File: src/rtl/core/scpc_pkg.sv
// Shared types and constants for the scan point cluster centroid block.
package scpc_pkg;

    localparam int CoordW   = 14;
    localparam int SumW     = 25;
    localparam int CountW   = 11;
    localparam int DistW    = 15;
    localparam int IdxW     = 3;
    localparam int QueueDepth = 4;
    localparam int QueuePtrW  = 2;

    localparam logic [CountW-1:0] CountMax   = 11'd2047;
    localparam logic [CountW-1:0] MinMembers = 11'd2;
    localparam logic [DistW-1:0]  JoinReset  = 15'd150;

    localparam int DivSteps = SumW;
    localparam int DivCntW  = 5;

    // One unit of work for the back end: a centroid to compute or a scan end marker.
    typedef struct packed {
        logic              is_marker;
        logic [IdxW-1:0]   index;
        logic [IdxW-1:0]   total;
        logic [CountW-1:0] count;
        logic [SumW-1:0]   sum_x;
        logic [SumW-1:0]   sum_y;
    } t_job;

    typedef enum logic [1:0] {
        B_IDLE,
        B_DIV,
        B_EMIT
    } t_back_state;

endpackage

File: src/rtl/core/scan_point_cluster_centroids.sv
// Top level of the scan point cluster centroid block: stream ports, register port, wiring.
//
// Points of one scan enter in angular order; consecutive points within join_distance
// (Manhattan, from the object's seed) form an object, and each closed object of three or
// more points yields its centroid, up to MAX_OBJECTS-1 per scan, followed by an end marker
// on the scan's last request. A point request is taken whenever the four-entry job queue has
// room; a request that yields two results holds the input until its end marker is queued.
// Each centroid passes through the back end as queue pop, 25 steps of the shared bit-serial
// divider for both coordinates and result load, an end marker as pop and load alone; one job
// is finished before the next is popped, so the divider sets the sustained rate, with bursts of
// up to four jobs absorbed by the queue. No clearing pass follows reset.
module scan_point_cluster_centroids #(
    parameter int MAX_OBJECTS = 8
) (
    input  logic        i_clk,
    input  logic        i_rst_n,
    // point request
    input  logic        s_axis_tvalid,
    output logic        s_axis_tready,
    input  logic [31:0] s_axis_tdata,   // point_x[13:0], point_y[27:14], zero[31:28]
    input  logic        s_axis_tuser,   // has_point
    input  logic        s_axis_tlast,   // last_in_scan
    // result request
    output logic        m_axis_tvalid,
    input  logic        m_axis_tready,
    output logic [39:0] m_axis_tdata,   // centroid_x[13:0], centroid_y[27:14],
                                        // object_index[30:28], object_total[33:31], zero[39:34]
    output logic        m_axis_tuser,   // object_valid
    output logic        m_axis_tlast,   // scan_done
    // register port
    input  logic        psel,
    input  logic        penable,
    input  logic        pwrite,
    input  logic [2:0]  paddr,
    input  logic [31:0] pwdata,
    output logic [31:0] prdata,
    output logic        pready
);
    import scpc_pkg::*;

    logic [DistW-1:0]  r_join_distance;
    logic              w_q_full;
    logic              w_q_empty;
    logic              w_push;
    logic              w_pop;
    t_job              w_push_job;
    t_job              w_head_job;
    logic [CoordW-1:0] w_cx;
    logic [CoordW-1:0] w_cy;
    logic [IdxW-1:0]   w_idx;
    logic [IdxW-1:0]   w_total;

    assign pready = 1'b1;
    assign prdata = paddr[2] ? 32'd0 : {{(32-DistW){1'b0}}, r_join_distance};

    always_ff @(posedge i_clk) begin
        if (!i_rst_n) begin
            r_join_distance <= JoinReset;
        end else if (psel && penable && pwrite && pready && !paddr[2]) begin
            r_join_distance <= pwdata[DistW-1:0];
        end
    end

    scpc_front #(
        .MAX_OBJECTS (MAX_OBJECTS)
    ) u_front (
        .i_clk           (i_clk),
        .i_rst_n         (i_rst_n),
        .i_valid         (s_axis_tvalid),
        .o_ready         (s_axis_tready),
        .i_point_x       (s_axis_tdata[CoordW-1:0]),
        .i_point_y       (s_axis_tdata[2*CoordW-1:CoordW]),
        .i_has_point     (s_axis_tuser),
        .i_last_in_scan  (s_axis_tlast),
        .i_join_distance (r_join_distance),
        .i_q_full        (w_q_full),
        .o_push          (w_push),
        .o_push_job      (w_push_job)
    );

    scpc_queue u_queue (
        .i_clk      (i_clk),
        .i_rst_n    (i_rst_n),
        .i_push     (w_push),
        .i_push_job (w_push_job),
        .i_pop      (w_pop),
        .o_head_job (w_head_job),
        .o_empty    (w_q_empty),
        .o_full     (w_q_full)
    );

    scpc_back u_back (
        .i_clk          (i_clk),
        .i_rst_n        (i_rst_n),
        .i_head_job     (w_head_job),
        .i_q_empty      (w_q_empty),
        .o_pop          (w_pop),
        .o_valid        (m_axis_tvalid),
        .i_ready        (m_axis_tready),
        .o_centroid_x   (w_cx),
        .o_centroid_y   (w_cy),
        .o_object_index (w_idx),
        .o_object_valid (m_axis_tuser),
        .o_scan_done    (m_axis_tlast),
        .o_object_total (w_total)
    );

    assign m_axis_tdata = {6'd0, w_total, w_idx, w_cy, w_cx};

endmodule

File: src/rtl/core/scpc_queue.sv
// Short job queue between the clustering front end and the divider back end.
module scpc_queue (
    input  logic           i_clk,
    input  logic           i_rst_n,
    input  logic           i_push,
    input  scpc_pkg::t_job i_push_job,
    input  logic           i_pop,
    output scpc_pkg::t_job o_head_job,
    output logic           o_empty,
    output logic           o_full
);
    import scpc_pkg::*;

    t_job                 r_slot [QueueDepth];
    logic [QueuePtrW-1:0] r_wr_ptr;
    logic [QueuePtrW-1:0] r_rd_ptr;
    logic [QueuePtrW:0]   r_fill;
    logic                 w_do_push;
    logic                 w_do_pop;

    assign o_empty    = (r_fill == '0);
    assign o_full     = (r_fill == (QueuePtrW+1)'(QueueDepth));
    assign o_head_job = r_slot[r_rd_ptr];
    assign w_do_push  = i_push && !o_full;
    assign w_do_pop   = i_pop && !o_empty;

    always_ff @(posedge i_clk) begin
        if (w_do_push) begin
            r_slot[r_wr_ptr] <= i_push_job;
        end
    end

    always_ff @(posedge i_clk) begin
        if (!i_rst_n) begin
            r_wr_ptr <= '0;
            r_rd_ptr <= '0;
            r_fill   <= '0;
        end else begin
            if (w_do_push) begin
                r_wr_ptr <= r_wr_ptr + 1'b1;
            end
            if (w_do_pop) begin
                r_rd_ptr <= r_rd_ptr + 1'b1;
            end
            if (w_do_push && !w_do_pop) begin
                r_fill <= r_fill + 1'b1;
            end else if (w_do_pop && !w_do_push) begin
                r_fill <= r_fill - 1'b1;
            end
        end
    end

endmodule

File: src/rtl/core/scpc_front.sv
// Front end: accepts scan points, tracks the open object and queues close jobs and end markers.
module scpc_front #(
    parameter int MAX_OBJECTS = 8
) (
    input  logic                          i_clk,
    input  logic                          i_rst_n,
    input  logic                          i_valid,
    output logic                          o_ready,
    input  logic [scpc_pkg::CoordW-1:0]   i_point_x,
    input  logic [scpc_pkg::CoordW-1:0]   i_point_y,
    input  logic                          i_has_point,
    input  logic                          i_last_in_scan,
    input  logic [scpc_pkg::DistW-1:0]    i_join_distance,
    input  logic                          i_q_full,
    output logic                          o_push,
    output scpc_pkg::t_job                o_push_job
);
    import scpc_pkg::*;

    localparam int GivenW = $clog2(MAX_OBJECTS);
    localparam logic [GivenW-1:0] GivenLimit = GivenW'(MAX_OBJECTS - 1);

    logic [CoordW-1:0] r_seed_x, n_seed_x;
    logic [CoordW-1:0] r_seed_y, n_seed_y;
    logic [SumW-1:0]   r_sum_x, n_sum_x;
    logic [SumW-1:0]   r_sum_y, n_sum_y;
    logic [CountW-1:0] r_count, n_count;
    logic              r_open, n_open;
    logic [GivenW-1:0] r_given, n_given;
    logic              r_pend;
    logic [IdxW-1:0]   r_pend_total;

    logic              w_accept;
    logic [CoordW-1:0] w_dx;
    logic [CoordW-1:0] w_dy;
    logic [DistW-1:0]  w_dist;
    logic              w_near;
    logic              w_far;
    logic              w_due_ok;
    logic              w_due_far;
    logic              w_due_last;
    logic              w_due;
    logic [GivenW-1:0] w_given_after;
    t_job              w_job0;
    t_job              w_marker;

    assign o_ready  = !r_pend && !i_q_full;
    assign w_accept = i_valid && o_ready;

    assign w_dx   = (i_point_x > r_seed_x) ? (i_point_x - r_seed_x) : (r_seed_x - i_point_x);
    assign w_dy   = (i_point_y > r_seed_y) ? (i_point_y - r_seed_y) : (r_seed_y - i_point_y);
    assign w_dist = DistW'(w_dx) + DistW'(w_dy);
    assign w_near = (w_dist <= i_join_distance);
    assign w_far  = i_has_point && r_open && !w_near;

    // State after the point itself, before any close caused by the scan end
    always_comb begin
        n_seed_x = r_seed_x;
        n_seed_y = r_seed_y;
        n_sum_x  = r_sum_x;
        n_sum_y  = r_sum_y;
        n_count  = r_count;
        n_open   = r_open;
        if (i_has_point) begin
            if (!r_open || !w_near) begin
                n_seed_x = i_point_x;
                n_seed_y = i_point_y;
                n_sum_x  = SumW'(i_point_x);
                n_sum_y  = SumW'(i_point_y);
                n_count  = CountW'(1);
                n_open   = 1'b1;
            end else if (r_count < CountMax) begin
                n_sum_x = r_sum_x + SumW'(i_point_x);
                n_sum_y = r_sum_y + SumW'(i_point_y);
                n_count = r_count + 1'b1;
            end
        end
    end

    assign w_due_ok      = (r_given < GivenLimit);
    assign w_due_far     = w_far && (r_count > MinMembers) && w_due_ok;
    assign w_due_last    = i_last_in_scan && !w_far && n_open && (n_count > MinMembers)
                           && w_due_ok;
    assign w_due         = w_due_far || w_due_last;
    assign w_given_after = r_given + GivenW'(w_due);

    always_comb begin
        w_marker           = '0;
        w_marker.is_marker = 1'b1;
        w_marker.total     = IdxW'(w_given_after);

        w_job0           = w_marker;
        if (w_due) begin
            w_job0.is_marker = 1'b0;
            w_job0.index     = IdxW'(r_given);
            w_job0.total     = IdxW'(w_given_after);
            w_job0.count     = w_far ? r_count : n_count;
            w_job0.sum_x     = w_far ? r_sum_x : n_sum_x;
            w_job0.sum_y     = w_far ? r_sum_y : n_sum_y;
        end
    end

    always_comb begin
        n_given = w_given_after;
        if (i_last_in_scan) begin
            n_given = '0;
        end
    end

    always_comb begin
        o_push     = 1'b0;
        o_push_job = w_job0;
        if (r_pend) begin
            o_push               = !i_q_full;
            o_push_job           = '0;
            o_push_job.is_marker = 1'b1;
            o_push_job.total     = r_pend_total;
        end else if (w_accept) begin
            o_push = w_due || i_last_in_scan;
        end
    end

    always_ff @(posedge i_clk) begin
        if (w_accept) begin
            r_seed_x <= n_seed_x;
            r_seed_y <= n_seed_y;
            r_sum_x  <= n_sum_x;
            r_sum_y  <= n_sum_y;
            r_count  <= n_count;
        end
        if (w_accept && w_due && i_last_in_scan) begin
            r_pend_total <= IdxW'(w_given_after);
        end
    end

    always_ff @(posedge i_clk) begin
        if (!i_rst_n) begin
            r_open  <= 1'b0;
            r_given <= '0;
            r_pend  <= 1'b0;
        end else begin
            if (w_accept) begin
                r_open  <= n_open && !i_last_in_scan;
                r_given <= n_given;
                r_pend  <= w_due && i_last_in_scan;
            end else if (r_pend && !i_q_full) begin
                r_pend <= 1'b0;
            end
        end
    end

endmodule

File: src/rtl/core/scpc_back.sv
// Back end: divides coordinate sums by member count and drives the result register.
module scpc_back (
    input  logic                         i_clk,
    input  logic                         i_rst_n,
    input  scpc_pkg::t_job               i_head_job,
    input  logic                         i_q_empty,
    output logic                         o_pop,
    output logic                         o_valid,
    input  logic                         i_ready,
    output logic [scpc_pkg::CoordW-1:0]  o_centroid_x,
    output logic [scpc_pkg::CoordW-1:0]  o_centroid_y,
    output logic [scpc_pkg::IdxW-1:0]    o_object_index,
    output logic                         o_object_valid,
    output logic                         o_scan_done,
    output logic [scpc_pkg::IdxW-1:0]    o_object_total
);
    import scpc_pkg::*;

    t_back_state        r_state, n_state;
    t_job               r_job;
    logic [SumW-1:0]    r_qx;
    logic [SumW-1:0]    r_qy;
    logic [CountW-1:0]  r_rx;
    logic [CountW-1:0]  r_ry;
    logic [DivCntW-1:0] r_cnt;

    logic               r_out_valid;
    logic [CoordW-1:0]  r_out_cx;
    logic [CoordW-1:0]  r_out_cy;
    logic [IdxW-1:0]    r_out_idx;
    logic               r_out_obj;
    logic               r_out_done;
    logic [IdxW-1:0]    r_out_total;

    logic               w_slot_free;
    logic               w_step;
    logic               w_load;
    logic [CountW:0]    w_tx;
    logic [CountW:0]    w_ty;
    logic               w_gex;
    logic               w_gey;

    assign w_slot_free = !r_out_valid || i_ready;

    always_comb begin
        n_state = r_state;
        unique case (r_state)
            B_IDLE: begin
                if (!i_q_empty) begin
                    n_state = i_head_job.is_marker ? B_EMIT : B_DIV;
                end
            end
            B_DIV: begin
                if (r_cnt == '0) begin
                    n_state = B_EMIT;
                end
            end
            B_EMIT: begin
                if (w_slot_free) begin
                    n_state = B_IDLE;
                end
            end
            default: n_state = B_IDLE;
        endcase
    end

    always_comb begin
        o_pop  = 1'b0;
        w_step = 1'b0;
        w_load = 1'b0;
        unique case (r_state)
            B_IDLE:  o_pop  = !i_q_empty;
            B_DIV:   w_step = 1'b1;
            B_EMIT:  w_load = w_slot_free;
            default: o_pop  = 1'b0;
        endcase
    end

    // Restoring division, one quotient bit per cycle for both coordinates
    assign w_tx  = {r_rx, r_qx[SumW-1]};
    assign w_ty  = {r_ry, r_qy[SumW-1]};
    assign w_gex = (w_tx >= {1'b0, r_job.count});
    assign w_gey = (w_ty >= {1'b0, r_job.count});

    always_ff @(posedge i_clk) begin
        if (o_pop) begin
            r_job <= i_head_job;
            r_qx  <= i_head_job.sum_x;
            r_qy  <= i_head_job.sum_y;
            r_rx  <= '0;
            r_ry  <= '0;
            r_cnt <= DivCntW'(DivSteps - 1);
        end else if (w_step) begin
            r_rx  <= w_gex ? CountW'(w_tx - {1'b0, r_job.count}) : CountW'(w_tx);
            r_ry  <= w_gey ? CountW'(w_ty - {1'b0, r_job.count}) : CountW'(w_ty);
            r_qx  <= {r_qx[SumW-2:0], w_gex};
            r_qy  <= {r_qy[SumW-2:0], w_gey};
            r_cnt <= r_cnt - 1'b1;
        end
        if (w_load) begin
            r_out_cx    <= r_job.is_marker ? '0 : r_qx[CoordW-1:0];
            r_out_cy    <= r_job.is_marker ? '0 : r_qy[CoordW-1:0];
            r_out_idx   <= r_job.is_marker ? '0 : r_job.index;
            r_out_obj   <= !r_job.is_marker;
            r_out_done  <= r_job.is_marker;
            r_out_total <= r_job.total;
        end
    end

    always_ff @(posedge i_clk) begin
        if (!i_rst_n) begin
            r_state     <= B_IDLE;
            r_out_valid <= 1'b0;
        end else begin
            r_state <= n_state;
            if (w_load) begin
                r_out_valid <= 1'b1;
            end else if (i_ready) begin
                r_out_valid <= 1'b0;
            end
        end
    end

    assign o_valid        = r_out_valid;
    assign o_centroid_x   = r_out_cx;
    assign o_centroid_y   = r_out_cy;
    assign o_object_index = r_out_idx;
    assign o_object_valid = r_out_obj;
    assign o_scan_done    = r_out_done;
    assign o_object_total = r_out_total;

endmodule

File: config.mk
export PLATFORM = sky130hd
export DESIGN_NAME = scan_point_cluster_centroids
export DESIGN_NICKNAME = d
export VERILOG_FILES = /design/src/rtl/core/scpc_pkg.sv /design/src/rtl/core/scan_point_cluster_centroids.sv /design/src/rtl/core/scpc_queue.sv /design/src/rtl/core/scpc_front.sv /design/src/rtl/core/scpc_back.sv
export SDC_FILE = /design/constraint.sdc
export NUM_CORES = 1
export LEC_CHECK = 0
export BUFFER_PORTS_ARGS = -buffer_cell sky130_fd_sc_hd__buf_2
export CAP_MARGIN = 30
export CORE_MARGIN = 2
export CORE_UTILIZATION = 58
export DETAILED_ROUTE_END_ITERATION = 8
export GPL_TIMING_DRIVEN = 0
export PLACE_DENSITY_LB_ADDON = 0.15
export SYNTH_ARGS = -nofsm -noshare
export SYNTH_HDL_FRONTEND = slang
export SYNTH_SLANG_ARGS = --single-unit
File: constraint.sdc
create_clock -name i_clk -period 9.5 [get_ports i_clk]
set_input_delay 0.475 -clock i_clk [delete_from_list [all_inputs] [get_ports i_clk]]
set_output_delay 0.475 -clock i_clk [all_outputs]
set_load 0.005 [all_outputs]
# Word level (Yosys, flattened, before mapping)
# Memory sizes are Yosys's and may differ from the RTL's. A register that Yosys moved wholly into a read port is not among the register bits.
# Cells that the tools add are included.
dict set report totals {
  regBits 253
  ramBits 272
  inputBits 76
  out_inout_bits 77
  wordCells 155
  mem_count 1
}
dict set report op_classes {
  add_sub_neg 16
  n_lt_le_gt_ge 9
  eq_ne 6
  n_mux 46
  reduce_logical 47
}
# memory words width rd rd_ports_with_merged_regs wr line
set memory_table {}
lappend memory_table {u_queue.r_slot 4 68 1 1 1 scpc_queue.sv:14} ;# t_job r_slot [QueueDepth];
# cell n
set ops {}
lappend ops {{$mux W25} 12}
lappend ops {{$mux W68} 2}
lappend ops {{$mux W11} 6}
lappend ops {{$sub A14 B14 Y14} 4}
lappend ops {{$add A25 B14 Y25} 2}
lappend ops {{$gt A14 B14 Y1} 2}
lappend ops {{$mux W14} 2}
lappend ops {{$ge A12 B11 Y1} 2}
lappend ops {{$gt A11 B2 Y1 const B} 2}
lappend ops {{$logic_and A1 B1 Y1} 22}
lappend ops {{$sub A11 B11 Y11} 2}
lappend ops {{$add A14 B14 Y15} 1}
lappend ops {{$le A15 B15 Y1} 1}
lappend ops {{$mux W15} 1}
lappend ops {{$mux W1} 13}
lappend ops {{$logic_not A1 Y1} 12}
lappend ops {{$mux W2} 6}
lappend ops {{$add A11 B1 Y11 const B} 1}
lappend ops {{$lt A11 B11 Y1 const B} 1}
lappend ops {{$mux W3} 3}
lappend ops {{$reduce_bool A2 Y1} 4}
lappend ops {{$pmux W2 S3} 1}
lappend ops {{$reduce_and A3 Y1} 2}
lappend ops {{$logic_not A5 Y1} 1}
lappend ops {{other kinds (14)} 19}

# Longest topological paths before layout
dict set report depth {
  ltp_word 20
  mapped_depth 39
  mapped_depth_nobuf 37
}

# Hierarchy
# Synthesis repeated with hierarchy kept, for this count alone.
dict set report unflattened {
  cells_unflattened 2497
  area_unflattened_um2 28892.7
}
# module n_inst cells_per_inst area_per_inst_um2 seq_area_each_um2
set by_module_without_submodules {}
lappend by_module_without_submodules {scpc_front 1 1384 11285.8 2862.7}
lappend by_module_without_submodules {scpc_queue 1 404 10307.4 8348.0}
lappend by_module_without_submodules {scpc_back 1 601 6366.1 3723.6}
lappend by_module_without_submodules {scan_point_cluster_centroids 1 108 933.4 300.3}

# Worst setup path before layout
# OpenSTA, ideal clock, no wires.
dict set report synth_path {
  path_type {input -> register}
  from {input s_axis_tdata[4]}
  to {memory u_queue.r_slot[0][0] (netlist bit), enable pin}
  setup_time_ns 0.433
  arrival_ns 7.731
  required_ns 9.067
  path_slack_ns 1.336
  path_stages 31
  n_path_buf 3
  path_cell_list {inv_1 ha_1 buf_6 a2111o_1 a31oi_2 o21ai_1 o41a_1 a41o_1 buf_6 buf_2 mux2_1 ha_1 a21o_1 a21oi_1 o21ai_0 a21oi_1 o21bai_1 a211oi_1 or3_1 o21bai_1 a21oi_1 xnor2_1 ha_1 and3_1 nand3_1 o21bai_1 a211oi_1 a21o_1 a21oi_1 nor2_1 and2_1}
}
dict set report synth_via {
  elab_chain_len 18
}
# element line
set synth_lines {}
lappend synth_lines {{start, declared} scan_point_cluster_centroids.sv:20} ;# input logic [31:0] s_axis_tdata,
lappend synth_lines {{$sub A14 B14 Y14 or $gt A14 B14 Y1 (tied branches)} scpc_front.sv:50} ;# assign w_dx = (i_point_x > r_seed_x) ? (i_point_x - r_seed_x) : (r_seed_x - i_point_x);
lappend synth_lines {{$mux W14 (*)} scpc_front.sv:50}
lappend synth_lines {{$add A14 B14 Y15 (*)} scpc_front.sv:52} ;# assign w_dist = DistW'(w_dx) + DistW'(w_dy);
lappend synth_lines {{$le A15 B15 Y1 (*)} scpc_front.sv:53} ;# assign w_near = (w_dist <= i_join_distance);
lappend synth_lines {{$logic_not A1 Y1 (*)} {scpc_front.sv:54, scpc_front.sv:65}}
lappend synth_lines {{$logic_or A1 B1 Y1 or $logic_and A1 B1 Y1 (tied branches)} {scpc_front.sv:65, scpc_front.sv:54}}
lappend synth_lines {{$mux W11, or another cell as far along} scpc_front.sv:65} ;# if (!r_open || !w_near) begin
lappend synth_lines {{$mux W11, or another cell as far along} scpc_front.sv:64} ;# if (i_has_point) begin
lappend synth_lines {{(+3 left out)} --}
lappend synth_lines {{$logic_or A1 B1 Y1 (*)} scpc_front.sv:84} ;# assign w_due = w_due_far || w_due_last;
lappend synth_lines {{$logic_or A1 B1 Y1 (*)} scpc_front.sv:119} ;# o_push = w_due || i_last_in_scan;
lappend synth_lines {{$mux W1 (*)} scpc_front.sv:118} ;# end else if (w_accept) begin
lappend synth_lines {{$mux W1 (*)} scpc_front.sv:113} ;# if (r_pend) begin
lappend synth_lines {{$logic_and A1 B1 Y1 (*)} scpc_queue.sv:24} ;# assign w_do_push = i_push && !o_full;
lappend synth_lines {{via u_queue.w_do_push} scpc_queue.sv:18} ;# logic w_do_push;
lappend synth_lines {{$mux W1 (*)} scpc_queue.sv:28} ;# if (w_do_push) begin
lappend synth_lines {{$mux W1 (not written as such) (*)} scpc_queue.sv:29} ;# r_slot[r_wr_ptr] <= i_push_job;
lappend synth_lines {{end, declared} scpc_queue.sv:14}
# Mark *: on every way through the listed nets, which the timed path passes. The rest lies on a longest branch.

==> summary.md <==
| Metric | Value |
|---|---|
| Worst Tran Pin Value | 0.967 ns |
| WL per Instance | 20.6 um |
| Starting Density | 0.587 |
| Clock Power Share | 0.248 |
| Fmax | 0.114 GHz |
| Switching power | 3020 uW |
| Core ar. | 46600 um^2 |
| RSZ-0062 raised after global routing | no |
| FFs w/ async S/R, synth | 0 |
| Port-buffer cells | 104 |
| # H-tree levels | 2 |
| Outcome | finished, final reports clean |
| Worst r2r path cells | 33 |
| Clock root buffer | clkbuf_16 |
| Clock Path Buffers | 3 |
| Most common cell after layout, fill and taps aside | edfxtp_1 |
| Mean number of vias per cell | 5.90 |
| Share of cells above drive strength 1 | 0.130 |
| DIE WIDTH | 221 um |
| Num CTS Buffers | 54 |
| Register area share after synthesis | 0.557 |
| CTS tree | done |
| Area delta synth->final | 12.2% |
| Worst Hold Path EP | u_front.r_seed_x[4]$_DFFE_PP_ |
| Vias in the first global route | 18500 |
| Post-synth EDFFs | 468 |
| Post-CTS Resized | 0 |
| Worst path required time | 9.80 ns |
| Clk_lat worst skew | 0.61 ns |
| Yosys reg bits | 527 |
| Die area | 48900 um^2 |
| Worst reg-to-reg setup slack | 0.72 ns |
| DR vias | 18800 |
| Critical Path End Type | flop |
| Num rows | 79 |
| Nets | 2758 |
| Area leader, netlist | edfxtp_1 |
| Synth Warn # | 0 |
| I/O pin cnt | 153 |
| Initial antenna violation count | 0 |
| Die height | 221 um |
| GRT met1 Usage | 0.362 |
| Hold_buf cts | 0 |
| Hold path depth | 1 |
| Final setup skew | 0.0181 ns |
| RR Startpoint | u_front.r_seed_y[8]$_DFFE_PP_ |
| Netlist Area Pre-Place | 27300 um^2 |
| Power Density | 280 nW/um^2 |
| Minimum clock period | 8.78 ns |
| Crit path arrival time | 9.08 ns |
| Dpl cells | 3079 |
| Worst-path clk slew | 0.07 ns |
| Switching Share | 0.352 |
| Post-Syn Area per Cell | 11.7 um^2 |
| Most Used Layer, Global Route | met2 |
| VDD IR max | 190 uV |
| Largest net degree at the start of global routing | 68 |
| Gr usage total | 0.266 |
| Routability cong. | 0.905 |
| Worst hold margin | 0.0968 ns |
| Critical hold path startpoint | s_axis_tdata[4] |
| Initial DRC Count | 1588 |
| GRT met2 Usage | 0.448 |
| Post-Layout Cell Count | 3182 |
| First-pass GRT wire length | 102000 um |
| Hold WC Path Type | in -> reg |
| Yosys cell types | 81 |
| Relative slew margins | 0.353 |
| CP Max Fanout | 10 |
| Area contributors post-synth | edfxtp_1 (51%), ha_1 (6.6%), mux4_2 (5.6%) |
| Met3 usage | 0.0353 |
| Worst path max stage delay | 0.62 ns |
| Hpwl dp | 47100 um |
| Top cell type's share of synthesized area | 0.514 |
| Filler cells | 3509 |
| Slew Limit Fails | 0 |
| ANT nets after route | 0 |
| Setup Crit Path Kind | reg -> reg |
| Final setup viols | 0 |
| Initial DRT Pass Iterations | 5 |
| Total gr overflow | 0 |
| Reg power frac | 0.394 |
| Drt drc | 0 |
| Final-report hold violation count | 0 |
| Main synth FF type | edfxtp_1 |
| TritonCTS Sinks | 527 |
| CP startpoint kind | flop |
| Detailed Route WL | 65600 um |
| Reg2reg end | u_queue.r_slot[0][17]$_DFFE_PP_ |
| Crit-path slowest cell | a311oi_1 |
| Post-CTS Setup Bufs | 0 |
| Pint | 5560 uW |
| Leak | 0.0119 uW |
| Crit share post-route | 0.924 |
| Max-cap viol count | 0 |
| Most frequent cells in the layout | edfxtp_1 (468), nand2_1 (309), nor2_1 (170) |
| Mapped Cells | 2339 |
| Combinational power share | 0.358 |
-- how the worst max path moves through the flow --
stage | startpoint | to | slack (ns) | cells past startpoint
4_1_cts | u_front.r_seed_y[8]$_DFFE_PP_ | u_queue.r_slot[0][46]$_DFFE_PP_ | 0.53 | 34
6_report | u_front.r_seed_y[8]$_DFFE_PP_ | u_queue.r_slot[0][17]$_DFFE_PP_ | 0.72 | 33
2_1_floorplan | s_axis_tdata[4] | u_queue.r_slot[0][0]$_DFFE_PP_ | 1.34 | 31
5_1_grt | u_front.r_seed_y[8]$_DFFE_PP_ | u_front.r_sum_x[21]$_DFFE_PP_ | 0.09 | 33
3_3_place_gp | s_axis_tdata[22] | u_queue.r_slot[3][30]$_DFFE_PP_ | -1.30 | 32
3_5_place_dp | s_axis_tdata[22] | u_queue.r_slot[2][46]$_DFFE_PP_ | 0.21 | 36
-- synthesized netlist by cell type (all sizes together) (22+ instances only) --
cell and n:
edfxtp 468, nand2 309, nor2 171, inv 145, ha 144, a21oi 143, o21ai 96, clkbuf 79
mux4 68, xnor2 61, dfxtp 59, nor2b 52, buf 47, nand3 44, a21o 43, nor3 35
xor2 33, mux2i 25, a211oi 22, a21boi 22
-- power by group through the flow --
stage / registers (uW) / logic [uW] / clock network [uW]
after detailed placement: 3420 / 3070 / 0
final: 3380 / 3070 / 2130
after global routing: 3420 / 3420 / 2250
after global placement: 3440 / 2950 / 0
after CTS: 3380 / 3100 / 2160
after floorplan: 3380 / 2170 / 0
-- registers in the layout, indices dropped and copies added, names as in the netlist, 2 cells and up, named ones only --
signal and flops:
u_queue.r_slot 272, u_back.r_qx 25, u_back.r_qy 25, u_front.r_sum_x 25
u_front.r_sum_y 25, u_back.r_job 18, r_join_distance 15, u_back.o_centroid_x 14
u_back.o_centroid_y 14, u_front.r_seed_x 14, u_front.r_seed_y 14, u_back.r_rx 11
u_back.r_ry 11, u_front.r_count 11, u_back.r_cnt 5, u_back.o_object_index 3
u_back.o_object_total 3, u_front.r_given 3, u_front.r_pend_total 3, u_queue.r_fill 3
u_back.r_state 2, u_queue.r_rd_ptr 2, u_queue.r_wr_ptr 2
-- critical path, delay by kind of cell, from the launching register on --
family                     cells  cell delay [ns]
and+or+nand+nor                9             2.07
DFF                            1             0.39
adders and majority gates      3             0.82
AOI/OAI and AO/OA             14             3.10
buffers and inverters          5             1.49
xor gates and xnor gates       1             0.17
muxes                          1             0.39
-- cells by family after synthesis --
group	synth area share
muxes	0.0693
adders and majority gates	0.0732
AOI/OAI and AO/OA	0.109
DFF	0.557
buffers and inverters	0.0416
other	0.000275
and+or+nand+nor	0.119
xor gates and xnor gates	0.0301
-- stage by stage --
| step | worst slack (ns) | utilization | cell area (um^2) | setup TNS [ns] | total power [uW] |
|---|---|---|---|---|---|
| after floorplan | 1.34 | - | 27400 | 0 | 5540 |
| after global placement | -1.30 | 0.616 | 28700 | -357.94 | 6380 |
| after detailed placement | 0.214 | 0.620 | 28900 | 0 | 6500 |
| after CTS | 0.527 | 0.659 | 30700 | 0 | 8640 |
| after global routing | 0.0941 | 0.659 | 30700 | 0 | 9090 |
| final | 0.718 | 0.659 | 30700 | 0 | 8580 |
-- per-layer routing --
metal | up-vias | part of all wire | wire length, um
met4 | 0 | 0.031 | 2060
met5 | - | 0 | 0
met2 | 610 | 0.48 | 31600
met3 | 123 | 0.064 | 4210
met1 | 9157 | 0.42 | 27700
li1 | 8871 | - | -
-- layout make-up --
cell class	count	area [um^2]	share of cell area
clock inverter	42	398	0.0130
antenna	1	2.50	0.0000816
inverter	146	551	0.0180
buffer	126	593	0.0193
timing repair buffer	111	678	0.0221
sequential	527	15200	0.497
tap	607	759	0.0248
multi-input combinational	1562	11100	0.361
clock buffer	60	1370	0.0448
Power figures use the tool's default switching activity.
